==> config.mk <==
export PLATFORM = sky130hd
export DESIGN_NAME = ip_fragment_hole_tracker_flat
export DESIGN_NICKNAME = d
export VERILOG_FILES = /design/src/iphft_pkg.sv /design/src/iphft_ifs.sv /design/src/iphft_hole_mem.sv /design/src/iphft_ctrl.sv /design/src/ip_fragment_hole_tracker.sv /design/src/flat_wrapper.sv
export SDC_FILE = /design/constraint.sdc
export NUM_CORES = 1
export LEC_CHECK = 0
export ABC_AREA = 1
export ABC_CLOCK_PERIOD_IN_PS = 7520
export BUFFER_PORTS_ARGS = -buffer_cell sky130_fd_sc_hd__buf_2
export CELL_PAD_IN_SITES_DETAIL_PLACEMENT = 1
export CELL_PAD_IN_SITES_GLOBAL_PLACEMENT = 1
export CORE_MARGIN = 4
export CORE_UTILIZATION = 45
export CTS_BUF_LIST = sky130_fd_sc_hd__clkbuf_2
export DETAILED_ROUTE_END_ITERATION = 8
export GPL_ROUTABILITY_DRIVEN = 0
export PLACE_DENSITY_LB_ADDON = 0.1
export RECOVER_POWER = 100
export SYNTH_ARGS = -nofsm -noshare
export SYNTH_HDL_FRONTEND = slang
export SYNTH_HIERARCHICAL = 1
export SYNTH_SLANG_ARGS = --single-unit
==> constraint.sdc <==
create_clock -name clk -period 7.52 [get_ports clk]
set_input_delay 0.376 -clock clk [delete_from_list [all_inputs] [get_ports clk]]
set_output_delay 0.376 -clock clk [all_outputs]
set_load 0.005 [all_outputs]
==> src/iphft_pkg.sv <==
`timescale 1ns / 1ps
// ----------------------------------------------------------------------------
// IP fragment hole tracker package
// Shared types, constants and state encoding for the hole tracker.
// ----------------------------------------------------------------------------
package iphft_pkg;

	localparam int unsigned MAX_HOLES_DEF = 16;

	typedef struct packed {
		logic        starts_datagram;
		logic [12:0] offset_units;
		logic [15:0] payload_bytes;
		logic        more_fragments;
	} frag_t;

	typedef struct packed {
		logic        complete;
		logic [15:0] dgram_length;
		logic [4:0]  holes_left;
		logic        hole_overflow;
	} res_t;

	typedef struct packed {
		logic [15:0] hole_start;
		logic [15:0] hole_end;
	} hole_t;

	localparam hole_t HOLE_FULL = '{hole_start: 16'h0000, hole_end: 16'hFFFF};

	typedef enum logic [1:0] {
		ST_IDLE,
		ST_WALK,
		ST_FIN
	} state_t;

endpackage

==> src/iphft_ifs.sv <==
`timescale 1ns / 1ps
// ----------------------------------------------------------------------------
// IP fragment hole tracker channels
// Valid/ready channels for fragment beats and result beats.
// ----------------------------------------------------------------------------
interface iphft_frag_if;
	import iphft_pkg::*;

	logic  valid;
	logic  ready;
	frag_t data;

	modport source (output valid, output data, input ready);
	modport sink (input valid, input data, output ready);
endinterface

interface iphft_res_if;
	import iphft_pkg::*;

	logic valid;
	logic ready;
	res_t data;

	modport source (output valid, output data, input ready);
	modport sink (input valid, input data, output ready);
endinterface

==> src/iphft_hole_mem.sv <==
`timescale 1ns / 1ps
// ----------------------------------------------------------------------------
// Hole descriptor memory
// One write port and one read port with registered read data.
// ----------------------------------------------------------------------------
module iphft_hole_mem #(
	parameter int unsigned MAX_HOLES = iphft_pkg::MAX_HOLES_DEF
) (
	input  logic                         clk,
	input  logic [$clog2(MAX_HOLES)-1:0] rd_addr,
	output iphft_pkg::hole_t             rd_data,
	input  logic                         wr_en,
	input  logic [$clog2(MAX_HOLES)-1:0] wr_addr,
	input  iphft_pkg::hole_t             wr_data
);
	import iphft_pkg::*;

	hole_t mem [MAX_HOLES];

	always_ff @(posedge clk) begin
		if (wr_en) begin
			mem[wr_addr] <= wr_data;
		end
		rd_data <= mem[rd_addr];
	end

endmodule

==> src/iphft_ctrl.sv <==
`timescale 1ns / 1ps
// ----------------------------------------------------------------------------
// Hole tracker control
// Walks the hole table once per fragment unless already complete, trims
// entries in place and allocates the split-off right hole after the walk.
// ----------------------------------------------------------------------------
module iphft_ctrl #(
	parameter int unsigned MAX_HOLES = iphft_pkg::MAX_HOLES_DEF
) (
	input  logic                         clk,
	input  logic                         arst_n,
	input  logic                         in_valid,
	output logic                         in_ready,
	input  iphft_pkg::frag_t             in_data,
	output logic                         fin_valid,
	input  logic                         fin_ready,
	output iphft_pkg::res_t              fin_data,
	output logic [$clog2(MAX_HOLES)-1:0] rd_addr,
	input  iphft_pkg::hole_t             rd_data,
	output logic                         wr_en,
	output logic [$clog2(MAX_HOLES)-1:0] wr_addr,
	output iphft_pkg::hole_t             wr_data
);
	import iphft_pkg::*;

	localparam int unsigned IDX_W = $clog2(MAX_HOLES);
	localparam int unsigned CNT_W = $clog2(MAX_HOLES + 1);
	localparam logic [IDX_W:0] IDX_END = (IDX_W + 1)'(MAX_HOLES);

	state_t               state_q, state_d;
	logic [IDX_W:0]       idx_q;
	logic                 start_q;
	logic                 mf_q;
	logic [15:0]          ff_q;
	logic [17:0]          flp1_q;
	logic [MAX_HOLES-1:0] vld_q;
	logic [CNT_W-1:0]     cnt_q;
	logic [15:0]          len_q;
	logic                 done_q;
	logic                 split_q;
	logic                 free_found_q;
	logic [IDX_W-1:0]     free_idx_q;
	logic [15:0]          split_start_q;
	logic [15:0]          split_end_q;
	logic                 proc_s1;
	logic [IDX_W-1:0]     proc_idx_s1;

	logic             accept;
	logic             active;
	logic [15:0]      off_bytes;
	logic [16:0]      last_sum;
	hole_t            cur;
	hole_t            wb;
	logic             cur_v;
	logic             ovl;
	logic             keep_l;
	logic             need_r;
	logic             drop;
	logic             split_now;
	logic             entry_free;
	logic             alloc_ok;
	logic [CNT_W-1:0] cnt_new;

	assign accept    = in_valid && in_ready;
	assign active    = in_data.starts_datagram || !done_q;
	assign off_bytes = {in_data.offset_units, 3'b000};
	assign last_sum  = 17'(off_bytes) + 17'(in_data.payload_bytes);

	always_comb begin
		cur        = (start_q && proc_idx_s1 == '0) ? HOLE_FULL : rd_data;
		cur_v      = proc_s1 && vld_q[proc_idx_s1];
		ovl        = cur_v && !(ff_q > cur.hole_end) && !(flp1_q <= 18'(cur.hole_start));
		keep_l     = ff_q > cur.hole_start;
		need_r     = mf_q && (flp1_q <= 18'(cur.hole_end));
		drop       = ovl && !keep_l && !need_r;
		split_now  = ovl && keep_l && need_r;
		entry_free = proc_s1 && (!cur_v || drop);
		wb         = cur;
		if (ovl && keep_l) begin
			wb.hole_end = ff_q - 16'd1;
		end else if (ovl && need_r) begin
			wb.hole_start = flp1_q[15:0];
		end
		alloc_ok = split_q && free_found_q;
		cnt_new  = cnt_q + CNT_W'(alloc_ok);
	end

	always_comb begin
		state_d   = state_q;
		in_ready  = 1'b0;
		fin_valid = 1'b0;
		rd_addr   = idx_q[IDX_W-1:0];
		wr_en     = cur_v && !drop;
		wr_addr   = proc_idx_s1;
		wr_data   = wb;
		unique case (state_q)
			ST_IDLE: begin
				in_ready = 1'b1;
				if (in_valid) begin
					state_d = active ? ST_WALK : ST_FIN;
				end
			end
			ST_WALK: begin
				if (idx_q == IDX_END) begin
					state_d = ST_FIN;
				end
			end
			ST_FIN: begin
				fin_valid = 1'b1;
				wr_en     = fin_ready && alloc_ok;
				wr_addr   = free_idx_q;
				wr_data   = '{hole_start: split_start_q, hole_end: split_end_q};
				if (fin_ready) begin
					state_d = ST_IDLE;
				end
			end
			default: state_d = ST_IDLE;
		endcase
	end

	assign fin_data = '{
		complete:      cnt_new == '0,
		dgram_length:  len_q,
		holes_left:    5'(cnt_new),
		hole_overflow: split_q && !free_found_q
	};

	always_ff @(posedge clk or negedge arst_n) begin
		if (!arst_n) begin
			state_q      <= ST_IDLE;
			idx_q        <= '0;
			proc_s1      <= 1'b0;
			vld_q        <= '0;
			cnt_q        <= '0;
			len_q        <= '0;
			done_q       <= 1'b0;
			split_q      <= 1'b0;
			free_found_q <= 1'b0;
		end else begin
			state_q <= state_d;
			proc_s1 <= (state_q == ST_WALK) && (idx_q != IDX_END);
			if (accept) begin
				idx_q        <= '0;
				split_q      <= 1'b0;
				free_found_q <= 1'b0;
				if (in_data.starts_datagram) begin
					vld_q <= MAX_HOLES'(1);
					cnt_q <= CNT_W'(1);
				end
				if (active && !in_data.more_fragments) begin
					len_q <= last_sum[16] ? 16'hFFFF : last_sum[15:0];
				end else if (in_data.starts_datagram) begin
					len_q <= '0;
				end
			end else if (state_q == ST_WALK && idx_q != IDX_END) begin
				idx_q <= idx_q + 1'b1;
			end
			if (drop) begin
				vld_q[proc_idx_s1] <= 1'b0;
				cnt_q              <= cnt_q - 1'b1;
			end
			if (split_now) begin
				split_q <= 1'b1;
			end
			if (entry_free && !free_found_q) begin
				free_found_q <= 1'b1;
			end
			if (state_q == ST_FIN && fin_ready) begin
				if (alloc_ok) begin
					vld_q[free_idx_q] <= 1'b1;
				end
				cnt_q  <= cnt_new;
				done_q <= cnt_new == '0;
			end
		end
	end

	always_ff @(posedge clk) begin
		proc_idx_s1 <= idx_q[IDX_W-1:0];
		if (accept) begin
			start_q <= in_data.starts_datagram;
			mf_q    <= in_data.more_fragments;
			ff_q    <= off_bytes;
			flp1_q  <= 18'(off_bytes) + 18'(in_data.payload_bytes);
		end
		if (split_now) begin
			split_start_q <= flp1_q[15:0];
			split_end_q   <= cur.hole_end;
		end
		if (entry_free && !free_found_q) begin
			free_idx_q <= proc_idx_s1;
		end
	end

endmodule

==> src/ip_fragment_hole_tracker.sv <==
`timescale 1ns / 1ps
// ----------------------------------------------------------------------------
// IP fragment hole tracker
// Follows the reassembly of one IPv4 datagram with a table of hole ranges.
// ----------------------------------------------------------------------------
// Usage: each fragment beat on frag carries the start flag, the offset in
// 8-byte units, the payload length and the MF flag. Exactly one result beat
// on res follows each fragment, giving completion, total length, the number
// of remaining holes and a table overflow flag.
// The single read port of the hole memory paces a fragment: every entry
// is read once per walked fragment, then the final state places a
// split-off hole and loads the result register, which drives res.
// A fragment that arrives after completion and does not start a datagram
// skips the walk and goes straight to the final state.
// A new fragment is taken only once the result of the previous one has
// moved into the result register.
// Reset clears all hole valid bits, the total length and the done flag; the
// hole memory itself is not cleared. When res is stalled the result stays
// in its register; the next fragment is still accepted and walked, and its
// result waits until the register is freed.
// ----------------------------------------------------------------------------
module ip_fragment_hole_tracker #(
	parameter int unsigned MAX_HOLES = iphft_pkg::MAX_HOLES_DEF
) (
	input  logic         clk,
	input  logic         arst_n,
	iphft_frag_if.sink   frag,
	iphft_res_if.source  res
);
	import iphft_pkg::*;

	localparam int unsigned IDX_W = $clog2(MAX_HOLES);

	logic             fin_valid;
	logic             fin_ready;
	res_t             fin_data;
	logic [IDX_W-1:0] rd_addr;
	hole_t            rd_data;
	logic             wr_en;
	logic [IDX_W-1:0] wr_addr;
	hole_t            wr_data;
	logic             out_vld_q;
	res_t             res_q;

	iphft_ctrl #(
		.MAX_HOLES(MAX_HOLES)
	) u_ctrl (
		.clk      (clk),
		.arst_n   (arst_n),
		.in_valid (frag.valid),
		.in_ready (frag.ready),
		.in_data  (frag.data),
		.fin_valid(fin_valid),
		.fin_ready(fin_ready),
		.fin_data (fin_data),
		.rd_addr  (rd_addr),
		.rd_data  (rd_data),
		.wr_en    (wr_en),
		.wr_addr  (wr_addr),
		.wr_data  (wr_data)
	);

	iphft_hole_mem #(
		.MAX_HOLES(MAX_HOLES)
	) u_mem (
		.clk    (clk),
		.rd_addr(rd_addr),
		.rd_data(rd_data),
		.wr_en  (wr_en),
		.wr_addr(wr_addr),
		.wr_data(wr_data)
	);

	assign fin_ready = !out_vld_q || res.ready;

	always_ff @(posedge clk or negedge arst_n) begin
		if (!arst_n) begin
			out_vld_q <= 1'b0;
		end else if (fin_ready) begin
			out_vld_q <= fin_valid;
		end
	end

	always_ff @(posedge clk) begin
		if (fin_ready && fin_valid) begin
			res_q <= fin_data;
		end
	end

	assign res.valid = out_vld_q;
	assign res.data  = res_q;

endmodule

==> src/flat_wrapper.sv <==
// flat-port wrapper written by rule: the top's interface ports become plain ports
module ip_fragment_hole_tracker_flat import iphft_pkg::*;
#(
	parameter int unsigned MAX_HOLES = iphft_pkg::MAX_HOLES_DEF
)
  (clk, arst_n, frag_valid, frag_data, frag_ready, res_valid, res_data, res_ready);
  iphft_frag_if frag_i ();
  iphft_res_if res_i ();
  input  logic clk;
  input  logic arst_n;
  input wire logic [$bits(frag_i.valid)-1:0] frag_valid;
  input wire logic [$bits(frag_i.data)-1:0] frag_data;
  output wire logic [$bits(frag_i.ready)-1:0] frag_ready;
  output wire logic [$bits(res_i.valid)-1:0] res_valid;
  output wire logic [$bits(res_i.data)-1:0] res_data;
  input wire logic [$bits(res_i.ready)-1:0] res_ready;
  assign frag_i.valid = frag_valid;
  assign frag_i.data = frag_data;
  assign frag_ready = frag_i.ready;
  assign res_valid = res_i.valid;
  assign res_data = res_i.data;
  assign res_i.ready = res_ready;
  ip_fragment_hole_tracker #(.MAX_HOLES(MAX_HOLES)) u_core (.clk(clk), .arst_n(arst_n), .frag(frag_i), .res(res_i));
endmodule
# [Word level (Yosys, flattened, before mapping)]
# Memory sizes are Yosys's and may differ from the RTL's. A register that Yosys moved wholly into a read port is not among the register bits.
# Index checks and enable logic that the tools add are counted.
[word_totals] in_bits=35 ramBits=512 n_memories=1 reg_bits=145
[memory_table] name="u_core.u_mem.mem" depth=16 width=32 rd=1 rd_clocked_by_memory_dff=1 write_ports=1 line="iphft_hole_mem.sv:18" rtl="hole_t mem [MAX_HOLES];"
[op_classes] addsub=6 bitwise_logic=3 eq_ne=7 n_reduce_logical=48 magnitude_cmp=8 n_mux=39
[op_table] op="$mux W16" n=11
[op_table] op="$mux W32" n=2
[op_table] op="$le A18 B16 Y1" n=2
[op_table] op="$add A16 B16 Y17" n=2
[op_table] op="$gt A16 B16 Y1" n=2
[op_table] op="$mux W5" n=6
[op_table] op="$logic_and A1 B1 Y1" n=23
[op_table] op="$and A16 B16 Y16" n=1
[op_table] op="$not A16 Y16" n=1
[op_table] op="$or A16 B16 Y16" n=1
[op_table] op="$sub A16 B1 Y16 const B" n=1
[op_table] op="$mux W1" n=11
[op_table] op="$logic_not A1 Y1" n=10
[op_table] op="$lt A4 B5 Y1 const B" n=2
[op_table] op="$demux W1 S4" n=2
[op_table] op="$ge A4 B1 Y1 const B" n=2
[op_table] op="$mux W2" n=4
[op_table] op="$reduce_bool A2 Y1" n=4
[op_table] op="$pmux W2 S3" n=1
[op_table] op="$reduce_bool A3 Y1" n=2
[op_table] op="$add A5 B1 Y5" n=1
[op_table] op="$add A5 B1 Y5 const B" n=1
[op_table] op="$eq A5 B5 Y1 const B" n=1
[op_table] op="$logic_not A5 Y1" n=1
[op_table] op="13 further kinds" n=17

# [Longest topological paths before layout]
# Gate-level depths: netlist (run 1).
[depth] ltp_word=14 ltp_mapped=24

# [Modules after synthesis]
# Netlist (run 1), hierarchy kept.
[modules_own_cells] module="iphft_hole_mem" area_each_um2=22738.1 cells_each=2121 instances=1
[modules_own_cells] module="iphft_ctrl" area_each_um2=8284.2 cells_each=1063 instances=1
[modules_own_cells] module="ip_fragment_hole_tracker" area_each_um2=735.7 cells_each=29 instances=1

# [Worst setup path before layout (run 1)]
# OpenSTA, ideal clock, no wires.
[synth_timing] kind="reg-to-reg" start="register u_core.u_ctrl.proc_idx_s1[1]" end="memory u_core/u_mem/mem[11][0] in the netlist's numbering (enable)" period_less_slack_ps=4611 path_stages_with_launch=20 path_slack_ps=2909 arrival_ps=4190 required_time_ps=7099 cell_sequence="dfxtp_1 buf_2 nor2_2 nand3_2 clkbuf_1 nand2_1 ha_1 nand2_1 nor2_1 nand3_1 nand3_1 nand2_1 a21boi_4 a21oi_2 nand2_2 buf_6 nand2_1 o22ai_1 nand3_1 nor2_1"
[synth_between] elab_chain_cells=14 elab_cells_between_ends=25 classes_between="order compare: 4; mux: 7; reduce/logical: 14"
[synth_rtl] element="from (decl)" line="iphft_ctrl.sv:46" rtl="logic [IDX_W-1:0] proc_idx_s1;"
[synth_rtl] element="from (signal assigned)" line="iphft_ctrl.sv:179" rtl="proc_idx_s1 <= idx_q[IDX_W-1:0];"
[synth_rtl] element="$logic_not A4 Y1" line="iphft_ctrl.sv:70" rtl="cur = (start_q && proc_idx_s1 == '0) ? HOLE_FULL : rd_data;"
[synth_rtl] element="$logic_and A1 B1 Y1" line="iphft_ctrl.sv:70"
[synth_rtl] element="$mux W32" line="iphft_ctrl.sv:70"
[synth_rtl] element="$gt A16 B16 Y1" line="iphft_ctrl.sv:72" rtl="ovl = cur_v && !(ff_q > cur.hole_end) && !(flp1_q <= 18'(cur.hole_start));"
[synth_rtl] element="$logic_not A1 Y1" line="iphft_ctrl.sv:72"
[synth_rtl] element="$logic_and A1 B1 Y1 (2 in series)" line="iphft_ctrl.sv:72"
[synth_rtl] element="$logic_and A1 B1 Y1 (2 in series)" line="iphft_ctrl.sv:75" rtl="drop = ovl && !keep_l && !need_r;"
[synth_rtl] element="$logic_not A1 Y1" line="iphft_ctrl.sv:93" rtl="wr_en = cur_v && !drop;"
[synth_rtl] element="$logic_and A1 B1 Y1 *" line="iphft_ctrl.sv:93"
[synth_rtl] element="$mux W1 *" line="iphft_ctrl.sv:96" rtl="unique case (state_q)"
[synth_rtl] element="net u_core.wr_en" line="ip_fragment_hole_tracker.sv:39" rtl="logic wr_en;"
[synth_rtl] element="$mux W1 *" line="iphft_hole_mem.sv:21" rtl="if (wr_en) begin"
[synth_rtl] element="$mux W1 (implied by the code) *" line="iphft_hole_mem.sv:22" rtl="mem[wr_addr] <= wr_data;"
[synth_rtl] element="to (decl)" line="iphft_hole_mem.sv:18"
# Mark *: on every way through the listed nets, which the timed path passes. The rest lies on a longest branch. The select of a mux whose other input is x is not followed.

# [Worst setup path in the final report (run 1)]
[layout_timing] start="register u_core.u_ctrl.proc_idx_s1[2]" end="memory u_core/u_mem/mem[13][3] in the netlist's numbering (enable)"
# Same word-level chain as after synthesis.

==> results of run 1 <==
[per-stage QoR]
| step | total power [mW] | util (%) | setup slack [ns] | cell area [um2] | hold WS (ns) |
|---|---|---|---|---|---|
| after global routing | 14.6 | 50.0 | 0.404 | 35000 | 0.137 |
| after global placement | 10.9 | 46.7 | 1.61 | 32700 | 0.436 |
| after detailed placement | 11.1 | 46.7 | 1.30 | 32700 | 0.438 |
| after CTS | 13.8 | 50.1 | 1.27 | 35100 | 0.00673 |
| after floorplan | 8.94 | - | 2.91 | 31800 | 0.0804 |
| final | 13.7 | 50.0 | 0.960 | 35000 | 0.305 |
[final cells by class]
| cell class | count | area (um2) |
|---|---|---|
| fillers | 8108 | 35000 |
| flip-flops and latches | 688 | 20100 |
| multi-input cells | 1854 | 8920 |
| inverters | 533 | 2010 |
| clock buffers | 245 | 1230 |
| repair buffers | 161 | 1200 |
| well taps | 940 | 1180 |
| clock inverters | 65 | 397 |
| diodes | 3 | 7.51 |
[logic make-up after synthesis]
| logic type | Yosys count | synth area share [%] |
|---|---|---|
| simple gates | 1630 | 21.7 |
| flops | 688 | 63.1 |
| buf+inv | 671 | 9.09 |
| compound gates | 123 | 2.35 |
| fa+ha+maj | 78 | 3.10 |
| xor+xnor | 23 | 0.634 |
[what timing repair did]
action / in CTS / in global routing
hold buffers: 76 / 0
endpoints found under the hold margin: 184 / 0
endpoints found under the setup margin: 0 / 0
buffers inserted: 0 / 0
[per-layer routing]
| metal | wire length [um] | vias to the layer above |
|---|---|---|
| li1 | - | 11000 |
| met1 | 41300 | 11700 |
| met2 | 46300 | 815 |
| met3 | 7350 | 154 |
| met4 | 2590 | 0 |
| met5 | 0 | - |
[tightest hold or removal path, delay by kind of cell]
family,cells,cell delay [ns]
fa+ha+maj,1,0.25
xor+xnor,1,0.14
buf+inv,2,0.63
[flip-flops by register name (all words and copies together) (netlist names)]
name and cells:
u_core/u_ctrl/flp1_q 17, u_core/u_ctrl/proc_s1 1, u_core/u_ctrl/split_start_q 16, u_core/u_ctrl/free_found_q 1, u_core/u_ctrl/vld_q 16, u_core/u_mem/rd_data 32
u_core/u_ctrl/split_end_q 16, u_core/u_ctrl/proc_idx_s1 4, u_core/u_ctrl/cnt_q 5, u_core/u_ctrl/split_q 1, u_core/u_ctrl/idx_q 5, u_core/u_ctrl/state_q 2
u_core/res.valid 1, u_core/u_mem/mem 512, u_core/u_ctrl/start_q 1, u_core/u_ctrl/free_idx_q 4, u_core/u_ctrl/len_q 16, u_core/res.data 23
u_core/u_ctrl/mf_q 1, u_core/u_ctrl/ff_q 13, u_core/u_ctrl/done_q 1
[cells in the mapped netlist, drive strengths merged]
master,number
and3,1
o21ai,51
nand3,462
dfxtp,36
o21a,3
nand3b,7
clkinv,1
a21o,4
a21boi,2
nor2,72
a21oi,32
buf,113
or4,1
a221oi,2
nand4,29
ha,77
fa,1
o221ai,1
o22ai,4
clkbuf,25
inv,532
nor4,2
o31ai,2
o21bai,17
or2,3
nor3,10
a31oi,4
a211oi,1
xor2,18
and2,1
nand2,1041
edfxtp,603
dfrtp,49
nor3b,1
xnor2,5
[worst paths after layout]
| check | startpoint | to | slack [ns] |
|---|---|---|---|
| worst max-delay path | u_core/u_ctrl/proc_idx_s1[2] | u_core/u_mem/mem[13][3] | 0.96 |
| worst min-delay path | frag_data[9] | u_core/u_ctrl/flp1_q[8] | 0.30 |
| worst max register to register | u_core/u_ctrl/proc_idx_s1[2] | u_core/u_mem/mem[13][3] | 0.96 |
| worst min register to register | u_core/u_ctrl/len_q[5] | u_core/res.data[11] | 0.46 |
| max in group asynchronous | arst_n | u_core/u_ctrl/idx_q[3] | 4.44 |
| min in group asynchronous | arst_n | u_core/u_ctrl/len_q[4] | 1.19 |
[report_power, final]
| part | switching (mW) | leakage (nW) | internal, mW |
|---|---|---|---|
| sequential | 0.310 | 6.38 | 5.31 |
| clock | 1.57 | 1.20 | 1.03 |
| combinational | 4.23 | 8.01 | 1.27 |
==> summary by stage, run 1 <==
Critical path
The worst setup path is captured at a flop. The kind of start point of the critical path is a flop. The arrival time at the worst endpoint is 7.52 ns. The logic depth of the worst path, buffers included is 17. The critical path is of the reg2reg type. The category of cells accounting for the largest share of critical-path delay is simple AND/OR/NAND/NOR gates.

On the critical path, the stage with the largest delay is an instance of nor2_4. The cell repeated most along the worst path is nand2_1. The number of cells on the worst reg-to-reg path is 17. Walking the worst path, the cells encountered are nor2_1 -> nand3_2 -> nand2_1 -> ha_1 -> nand2_1 -> nor2_1 -> nand3_1 -> nand3_1 -> nand2_1 -> a21boi_4 -> a21oi_2 -> nand2_1 -> nand2_1 -> o22ai_1 -> nand3_1 -> nor2_4 -> buf_4. STA puts the critical path data required time at 8.48 ns. Counting both buffers and inverters, the worst setup path holds a total of 1. The peak fanout along the critical path is 33. The delay contributed by the slowest stage of the critical path is 0.82 ns.

Timing
The final number of hold-violating endpoints is 0. Adding up every negative setup slack in the final design gives 0 ns. Of the available clock period, the critical path in the final layout requires 87.2%. For this run, the top clock speed supported by timing is 152 MHz.

The worst clock skew is 0.0853 ns. The number of max-slew violations in the final report is 342. The final critical path time including I/O delays and setup is 6.56 ns. The worst pin sits at a relative slew slack of -101%. Setup repair after global routing left no endpoint under its margin. The transition at the pin with the smallest max-transition slack is 3.01 ns. Setup violations remaining at the end of the flow were counted as 0.

Global routing
Summed over all layers, the global routing overflow is 0. The via count of the first global-routing pass is 25,000. The pin count of the biggest net entering global routing is 185. The first global-routing pass estimated 148,000 um of wire. The met3 usage is 6.31%.

The met1 track demand over resource is 34.9%. The global-route usage over all layers is 26.1%. The peak-usage layer in the global routing report is met2.

The initial antenna violation count was 6. The met2 capacity usage during global routing is 41.8%.

CTS
The deepest clock path buffer count is 3. The H-tree depth reported by CTS is 4. The number of buffers inserted during clock tree synthesis is 175. The insertion delay to the later sink of the worst-skew pair is 1.31 ns.

The cell sitting at the root of the clock tree is a clkbuf_2. The total of cells resized after clock tree synthesis is 0. After clock tree synthesis, the clock-pin slew on the worst setup and hold paths is 0.10 ns. Counting every sink on the clock net gives 688. The TritonCTS clock tree is built.

Yosys
After synthesis, the largest area contributor takes up 57.0% of total cell area. The cell count after synthesis came out at 3,213. By area the synthesized netlist is led by edfxtp_1, nand2_1, nand3_1, inv_1, dfrtp_1. Dividing the synthesized area by the synthesized cell count gives 9.88 um2.

The proportion of synthesized chip area in sequential cells is 63.1%. The Yosys step of the flow raised 6 warnings. The cell area that synthesis handed to floorplanning was 31,800 um2.

The number of different library cells used by synthesis comes to 51. In this run, synthesis produced a sequential element count of 688. The synthesized net count is 3,326. Summed over all instances, the cell type with the most area after synthesis is edfxtp_1.

Drt
The number of detailed-route iterations in the first pass is 5. In the routed design, unresolved DRC markers number 0. The count of nets left with antenna violations once routing finished came out at 0. Dividing the detail-routed wire length by the instance count gives 21.7 um. Dividing the detail-routed via count by the number of cells gives 5.26. For this block, the initial DRC count from the detailed router was 1,784. The count of vias placed by the detailed router is 23,600. The sum of routed wire length over all layers is 97,500 um.

Placed design
Including well taps, the total number of placed cells is 4,100. The number of input and output port buffers inserted is 59. The placed wire-length estimate after detailed placement is 60,700 um.

Floorplan
The floorplan step defined a die boundary enclosing 74,900 um2. The die span in x is 274 um. The die height is 274 um. The initial utilization of the core area, before any placement, comes to 45.4%. The number of top-level design ports is 60. Row generation in the floorplan step produced 97 rows. After floorplanning, the core was sized to cover 70,000 um2.

Layout
In the layout the commonest cells are nand2_1, edfxtp_1, inv_1. The most common cell after layout, fill and taps aside is nand2_1. The area growth from synthesis to final layout is 10.2%. The net count of the finished layout is 3,526. Cells with a size suffix above 1 make up 9.98% of the layout.

The count of non-filler cells in the finished layout is 4,489.

Status
The final reports fail on max-capacitance violations, max-slew violations. The flow ran to the end, but the final reports show violations.

Power and ir drop
Summed over all cells, the static leakage comes to 15.6 nW. The total power per unit cell area is 392 nW/um2. IR analysis of the VDD net gives a maximum drop of 0.243 mV.

Run
The max-capacitance violation count is 9.

Worst hold path
The worst hold path passes through 4 cells. The class of the tightest hold or removal check is in2reg.
No activity file was read; power rests on OpenSTA's default activity.
==> inputs of run 2 (changes only) <==
ABC_AREA = unset   (was 1)
CELL_PAD_IN_SITES_DETAIL_PLACEMENT = 0   (was 1)
MAX_ROUTING_LAYER = met4   (was unset)
==> run 2 against run 1 <==
Net effect: worst setup slack improved by 0.33 ns; the run still ends with max-capacitance violations, max-slew violations left; hold slack got worse by 0.10 ns; largest power group unchanged; fmax increased by 5.4%; highest routed layer unchanged; critical path type unchanged.
==> summary by stage, run 2 <==
Global routing
The initial antenna violation count is 2 (-4). The global-route usage over all layers is 21.0% (-5.1 points). The via count of the first global-routing pass came to 16,200 (-35%).

The wire length of the first global-routing pass is 101,000 um (-31%). The final global-route overflow total is 0 (unchanged). The pin count of the biggest net entering global routing was 50 (-73%).

Layout
The count of nets after finishing is 2,010 (-43%). The fraction of final layout cells sized beyond drive strength 1 is 24.3% (+14 points). Leaving out fill and tap cells, the most frequent cell in the layout is edfxtp_1. The area growth from synthesis to layout is 12.5%. The count of non-filler cells in the finished layout is 2,874 (-36%). The flip-flop count of the largest register after layout is 512 (unchanged). Leaving out fill and tap cells, the most frequent cells in the layout are edfxtp_1, clkbuf_2, mux4_2.

The register with the most flip-flops is u_core/u_mem/mem.

Timing
The final number of setup-violating endpoints is 0 (unchanged). The number of max-slew violations in the final report is 251 (-27%). The remaining max-slew budget at the tightest pin is -112% (-11 points).

The final critical path time including I/O delays and setup is 6.23 ns (-0.334 ns). The portion of the clock cycle consumed by the worst path in the final layout was 82.8% (-4.4 points). The post-route worst setup slack came to 1.29 ns (+0.334 ns). The transition at the pin with the smallest max-transition slack is 3.18 ns (+0.165 ns).

The worst clock skew came to 0.113 ns (+0.0276 ns). Setup repair after global routing left no endpoint under its margin. The final sum of negative setup slack is 0 ns (unchanged).

The upper clock frequency limit is 161 MHz (+5.4%). The final number of hold-violating endpoints is 0 (unchanged).

Power and ir drop
The net load switching power was 4.48 mW (-27%). The total power per unit cell area came to 384 nW/um2 (-2.0%). The proportion of total power due to net switching is 36.5% (-8.0 points). The relative contribution of combinational cells to total power was 33.0% (-7.1 points). The post-route total power is 12.3 mW (-11%). The leakage power of the design came to 11.4 nW (-27%). The internal power consumption was 7.78 mW (+2.3%). The power share of the sequential group is 46.3% (+5.3 points). The maximum VDD drop was 0.162 mV (-33%). The portion of total power attributed to the clock network was 20.7% (+1.8 points).

Critical path
The most critical setup path has its startpoint at u_core/u_ctrl/proc_idx_s1[1]. The required time of the critical path was 8.52 ns (+0.04 ns). The peak fanout along the critical path is 24 (-27%). By startpoint and endpoint, the worst setup path is classified as reg2reg. The reg2reg setup slack was 1.29 ns (+0.33 ns). The length in cells of the worst reg-to-reg path is 15 (-2). STA classifies the critical path startpoint as a flop.

The type of destination of the critical path is a flop. The arrival time at the worst endpoint is 7.23 ns (-0.29 ns). The origin of the critical flop-to-flop path is u_core/u_ctrl/proc_idx_s1[1].

CTS
The H-tree depth reported by CTS came to 4 (unchanged). The total of hold buffers inserted after clock tree synthesis is 66 (-13%). The insertion delay to the later sink of the worst-skew pair is 1.35 ns (+0.04 ns). Clock tree synthesis selected as its root buffer the cell clkbuf_2.

The clock sink total is 688 (unchanged). The TritonCTS clock tree is built. The total of cells resized after clock tree synthesis was 0 (unchanged). The clock slew at the register clock pins of the worst setup and hold paths is 0.11 ns (about the same). The deepest clock path buffer count is 3 (unchanged). The number of buffers added for setup after CTS came to 0 (unchanged). The number of buffers inserted during clock tree synthesis is 172 (-1.7%).

Yosys
The proportion of synthesized chip area in sequential cells is 70.7% (+7.5 points). By count the netlist is led by edfxtp_1, mux4_2, nand2_1, nor2_1, ha_1. The number of distinct library cells after synthesis came to 73 (+43%). For this run, the leading register cell type out of synthesis is edfxtp_1. After synthesis, the cell types taking the most area are edfxtp_1, mux4_2, dfrtp_1, ha_1, dfxtp_1. edfxtp_1 takes more of the synthesized area than any other cell. The synthesized net count is 1,754 (-47%). The proportion of register bits with asynchronous set or reset after synthesis is 7.12% (unchanged). The proportion of netlist area held by the largest area contributor is 63.8% (+6.8 points). The mean area per synthesized cell was 17.3 um2 (+75%). The synthesized instance count is 1,641 (-49%). The flip-flop and latch count after synthesis is 688 (unchanged). The count of flip-flops with a built-in enable after synthesis was 603 (unchanged). Among all cell types in the netlist, the one instantiated most often is edfxtp_1. The number of synthesis warnings is 6 (unchanged). The mapped cell area is 28,400 um2 (-11%).

Placed design
The placed wire-length estimate after detailed placement is 43,800 um (-28%). The number of input and output port buffers inserted is 59 (unchanged). The post-placement worst setup slack is 1.82 ns (+0.529 ns).

The number of placed cells counting well taps is 2,494 (-39%).

Worst hold path
The worst hold path depth is 4 (unchanged). The tightest min-delay check is of the in2reg type. The worst hold path begins at frag_data[13].

Drt
The sum of routed wire length over all layers is 67,800 um (-30%). The final antenna-violating net count is 0 (unchanged). The initial detailed-routing violation count is 1,160 (-35%). The number of vias per cell came to 5.47 (+4.0%). The number of detailed-route iterations in the first pass was 5 (unchanged). The average detailed-routed wire length per instance is 23.6 um (+8.6%).

The number of design rule violations left after detail routing was 0 (unchanged). The count of vias placed by the detailed router was 15,700 (-33%).

Floorplan
The core box area came to 62,100 um2 (-11%). The die height is 259 um (-5.3%). The die area is 67,100 um2 (-10%).

The initial core utilization is 45.7% (+0.38 points). The die span in x was 259 um (-5.3%). The number of top-level design ports is 60 (unchanged). The placement row count was 91 (-6.2%).

Status
The run finished, with violations left. The checks that failed: max-capacitance violations, max-slew violations.

Run
The max-capacitance violation count is 6 (-3).
[run 2: cell count changes after synthesis, moves of 19 or more]
cell / change
a22oi_1: +67
nand2_1: -926
inv_1: -472
nand2b_1: +19
buf_2: -40
mux2i_1: +34
nand3_1: -448
mux4_2: +130
o21ai_0: -28
nor2_1: +24
buf_6: -29
[run 2: cell type report]
| cell class | instances | area, um2 |
|---|---|---|
| fillers | 5249 | 30100 |
| flip-flops and latches | 688 | 20100 |
| multi-input cells | 823 | 7850 |
| clock buffers | 251 | 1260 |
| repair buffers | 157 | 1130 |
| well taps | 837 | 1050 |
| clock inverters | 54 | 365 |
| inverters | 55 | 206 |
| diodes | 9 | 22.5 |
[run 2: per-stage QoR]
stage	utilization [%]	hold slack, ns	instance area, um2
floorplan	-	0.0804	28400
global placement	48.0	0.432	29800
detailed placement	48.0	0.431	29800
CTS	51.6	0.0230	32000
global route	51.5	0.0236	31900
finish	51.5	0.205	31900
[run 2: power groups by stage]
stage	sequential, mW	combinational (mW)	clock, mW
finish	5.67	4.05	2.53
global route	5.73	4.43	2.87
CTS	5.67	4.10	2.64
detailed placement	5.75	4.06	0
global placement	5.76	4.00	0
floorplan	5.54	2.65	0
[run 2: worst max-delay path, cell delays in order (launching register included)]
cell and delay [ns]:
dfxtp_1 0.47, nor4_1 0.62, and2_0 0.84, nor2_1 0.24
ha_1 0.37, nand4_1 0.12, nor2_1 0.21, a21boi_0 0.22
o41a_1 0.21, a211oi_1 0.14, and3_1 0.34, o31ai_1 0.25
clkbuf_1 0.35, nand3b_1 0.36, nor2_4 0.81, buf_4 0.32
[run 2: path summary, 6_finish.rpt]
kind	end
setup / recovery	u_core/u_mem/mem[5][26]
max in group asynchronous	u_core/u_ctrl/len_q[0]
setup reg to reg	u_core/u_mem/mem[5][26]
hold / removal	u_core/u_ctrl/flp1_q[12]
hold reg to reg	u_core/res.data[12]
min in group asynchronous	u_core/u_ctrl/len_q[8]
[run 2: logic make-up (layout without fill, tap and decap cells)]
| kind of cell | count (synthesis) | after routing | share of synthesized area, % |
|---|---|---|---|
| compound gates | 222 | 222 | 5.38 |
| other cells | 0 | 9 | 0 |
| fa+ha+maj | 78 | 78 | 3.47 |
| buf+inv | 130 | 517 | 2.17 |
| flops | 688 | 688 | 70.7 |
| xor+xnor | 29 | 29 | 0.895 |
| mux | 181 | 181 | 12.2 |
| simple gates | 313 | 313 | 5.22 |
[run 2: routing by layer]
layer	wire length (um)	GRT usage (%)	share of wire, %	up-vias
met5	0	-	0	-
met4	1240	6.60	1.8	0
met1	31000	29.5	46	7995
met3	4140	4.51	6.1	97
met2	31400	31.3	46	502
li1	-	-	-	7135
==> inputs of run 3 (changes only) <==
ABC_CLOCK_PERIOD_IN_PS = 5850   (was 7520)
clock period = 5.85 ns   (was 7.52 ns; I/O delays follow)
==> run 3 against run 2 <==
Net effect: the flow still finishes with violations (max-capacitance violations, max-slew violations); final area increased by 1.2%; hold slack got worse by 0.047 ns; combinational power increased by 25%; clock power increased by 26%; clock skew about the same; largest cell class unchanged; highest routed layer unchanged.
==> summary by stage, run 3 (synthesis results as in run 2) <==
Status
The flow ran to the end, but the final reports show violations. The final reports fail on max-capacitance violations, max-slew violations.

Timing
The final critical path time including I/O delays and setup came to 5.36 ns (-0.862 ns). The final number of setup-violating endpoints is 0 (unchanged). The worst clock skew is 0.113 ns (+0.000292 ns). Setup repair after global routing left no endpoint under its margin. The portion of the clock cycle consumed by the worst path in the final layout was 91.7% (+8.9 points). The final sum of negative setup slack is 0 ns (unchanged).

The final number of hold-violating endpoints is 0 (unchanged). The number of max-slew violations in the final report came to 294 (+17%). The remaining max-slew budget at the tightest pin is -54.1% (+58 points). The transition at the pin with the smallest max-transition slack is 2.31 ns (-0.867 ns). The upper clock frequency limit is 186 MHz (+16%).

CTS
The insertion delay to the later sink of the worst-skew pair is 1.44 ns (+0.09 ns). The TritonCTS clock tree is built. The deepest clock path buffer count is 3 (unchanged).

The clock sink total is 688 (unchanged). The number of buffers added for setup after CTS is 0 (unchanged). The number of buffers inserted during clock tree synthesis is 173 (+0.58%).

The H-tree depth reported by CTS is 4 (unchanged). The tree is rooted in a clkbuf_2. The clock slew at the register clock pins of the worst setup and hold paths came to 0.10 ns (about the same).

Layout
The top cell types in the final layout, fill and taps aside, are edfxtp_1, clkbuf_2, mux4_2. The most common cell after layout, fill and taps aside is edfxtp_1. The register with the most flip-flops is u_core/u_mem/mem. The final core utilization is 52.1% (+0.64 points).

The multi-input combinational cell area is 7800 um2 (-0.56%). The count of nets after finishing is 2,057 (+2.3%). The fraction of final layout cells sized beyond drive strength 1 is 25.5% (+1.2 points).

The flip-flop count of the largest register after layout is 512 (unchanged). The register cell area after layout is 20,100 um2 (unchanged). The filler cell count is 5,244 (-0.095%). The area growth from synthesis to final layout is 13.9%.

Critical path
STA classifies the critical path startpoint as a flop. The worst setup path is of the reg2reg kind. The peak fanout along the critical path is 16 (-33%).

Tracing the worst setup path back leads to its startpoint at u_core/u_ctrl/proc_idx_s1[1]. The origin of the critical flop-to-flop path is u_core/u_ctrl/proc_idx_s1[1]. The arrival time at the worst endpoint is 6.36 ns (-0.87 ns). The type of destination of the critical path is a flop.

The required time of the critical path came to 6.84 ns (-1.68 ns).

Global routing
The global-route usage over all layers is 21.7% (+0.70 points). The via count of the first global-routing pass came to 16,700 (+2.8%). The final global-route overflow total is 0 (unchanged). The wire length of the first global-routing pass is 105,000 um (+3.1%). The initial antenna violation count is 5 (+3). The pin count of the biggest net entering global routing is 56 (+12%).

Drt
The number of detailed-route iterations in the first pass came to 5 (unchanged). The count of vias placed by the detailed router is 16,100 (+2.3%). The number of design rule violations left after detail routing is 0 (unchanged).

The final antenna-violating net count came to 0 (unchanged). The initial detailed-routing violation count was 1,188 (+2.4%). The average detailed-routed wire length per instance is 23.8 um (+0.84%).

The sum of routed wire length over all layers is 69,500 um (+2.6%). The number of vias per cell is 5.50 (+0.50%).

Power and ir drop
The maximum VDD drop was 0.215 mV (+33%). The post-route total power was 15.5 mW (+27%). The leakage power of the design was 11.6 nW (+1.9%). The total power per unit cell area was 481 nW/um2 (+25%).

Floorplan
The placement row count was 91 (unchanged). The die area is 67,100 um2 (unchanged). The initial core utilization was 45.7% (unchanged). The number of top-level design ports is 60 (unchanged). The core box area is 62,100 um2 (unchanged). The die height is 259 um (unchanged). The die span in x is 259 um (unchanged).

Worst hold path
The class of the tightest hold or removal check is in2reg. The startpoint identified for the worst hold timing path is frag_data[7].

Run
The max-capacitance violation count is 7 (+1).

Placed design
The placed wire-length estimate after detailed placement is 42,500 um (-3.1%). The number of input and output port buffers inserted is 59 (unchanged).
[run 3: worst max-delay path, stage by stage (launching register included)]
cell and delay, ns:
dfxtp_1 0.47, nor4_2 0.51, and2_1 0.61, clkbuf_1 0.24, nor2_1 0.11, ha_1 0.31
and4_1 0.22, a21oi_1 0.14, a21boi_0 0.10, o41a_1 0.44, a211oi_4 0.34, nand3b_2 0.13
clkbuf_1 0.50, mux2i_1 0.25, mux2_1 0.61
[run 3: metrics by stage]
stage	area [um2]	hold WS [ns]	cells	setup WS, ns
6_report	32300	0.158	2924	0.486
5_1_grt	32300	0.111	2916	0.175
4_1_cts	32500	0.00229	2913	0.601
3_5_place_dp	30100	0.434	2527	0.621
3_3_place_gp	30100	0.430	2527	0.746
2_1_floorplan	28400	-0.00309	1641	0.385
[run 3: repair_timing]
item	CTS	global route
endpoints found under the hold margin	184	0
resized for setup	0	0
hold buffers	79	0
[run 3: path summary, 6_finish.rpt]
kind	cells past startpoint	to	slack [ns]
max in group asynchronous	6	u_core/u_ctrl/len_q[6]	2.66
min in group asynchronous	5	u_core/u_ctrl/len_q[12]	1.32
min	4	u_core/u_ctrl/flp1_q[6]	0.16
max	14	u_core/u_mem/mem[14][29]	0.49
max reg2reg	14	u_core/u_mem/mem[14][29]	0.49
min reg2reg	0	u_core/res.data[7]	0.44
[run 3: layer usage]
metal / wire length (um) / track usage, %
met1: 31100 / 30.0
met3: 4000 / 4.24
met4: 1200 / 6.69
met5: 0 / -
met2: 33200 / 33.2
[run 3: layout make-up]
class	count	share of cell area [%]
sequential	688	62.0
multi-input combinational	823	24.1
timing repair buffer	203	4.98
clock buffer	259	4.01
tap	837	3.24
clock inverter	48	0.879
inverter	55	0.639
antenna	11	0.0851
[run 3: report_power, final]
group	switching, mW	internal [mW]
clock network	1.95	1.25
logic	3.21	1.86
registers	0.430	6.85
total	5.59	9.96
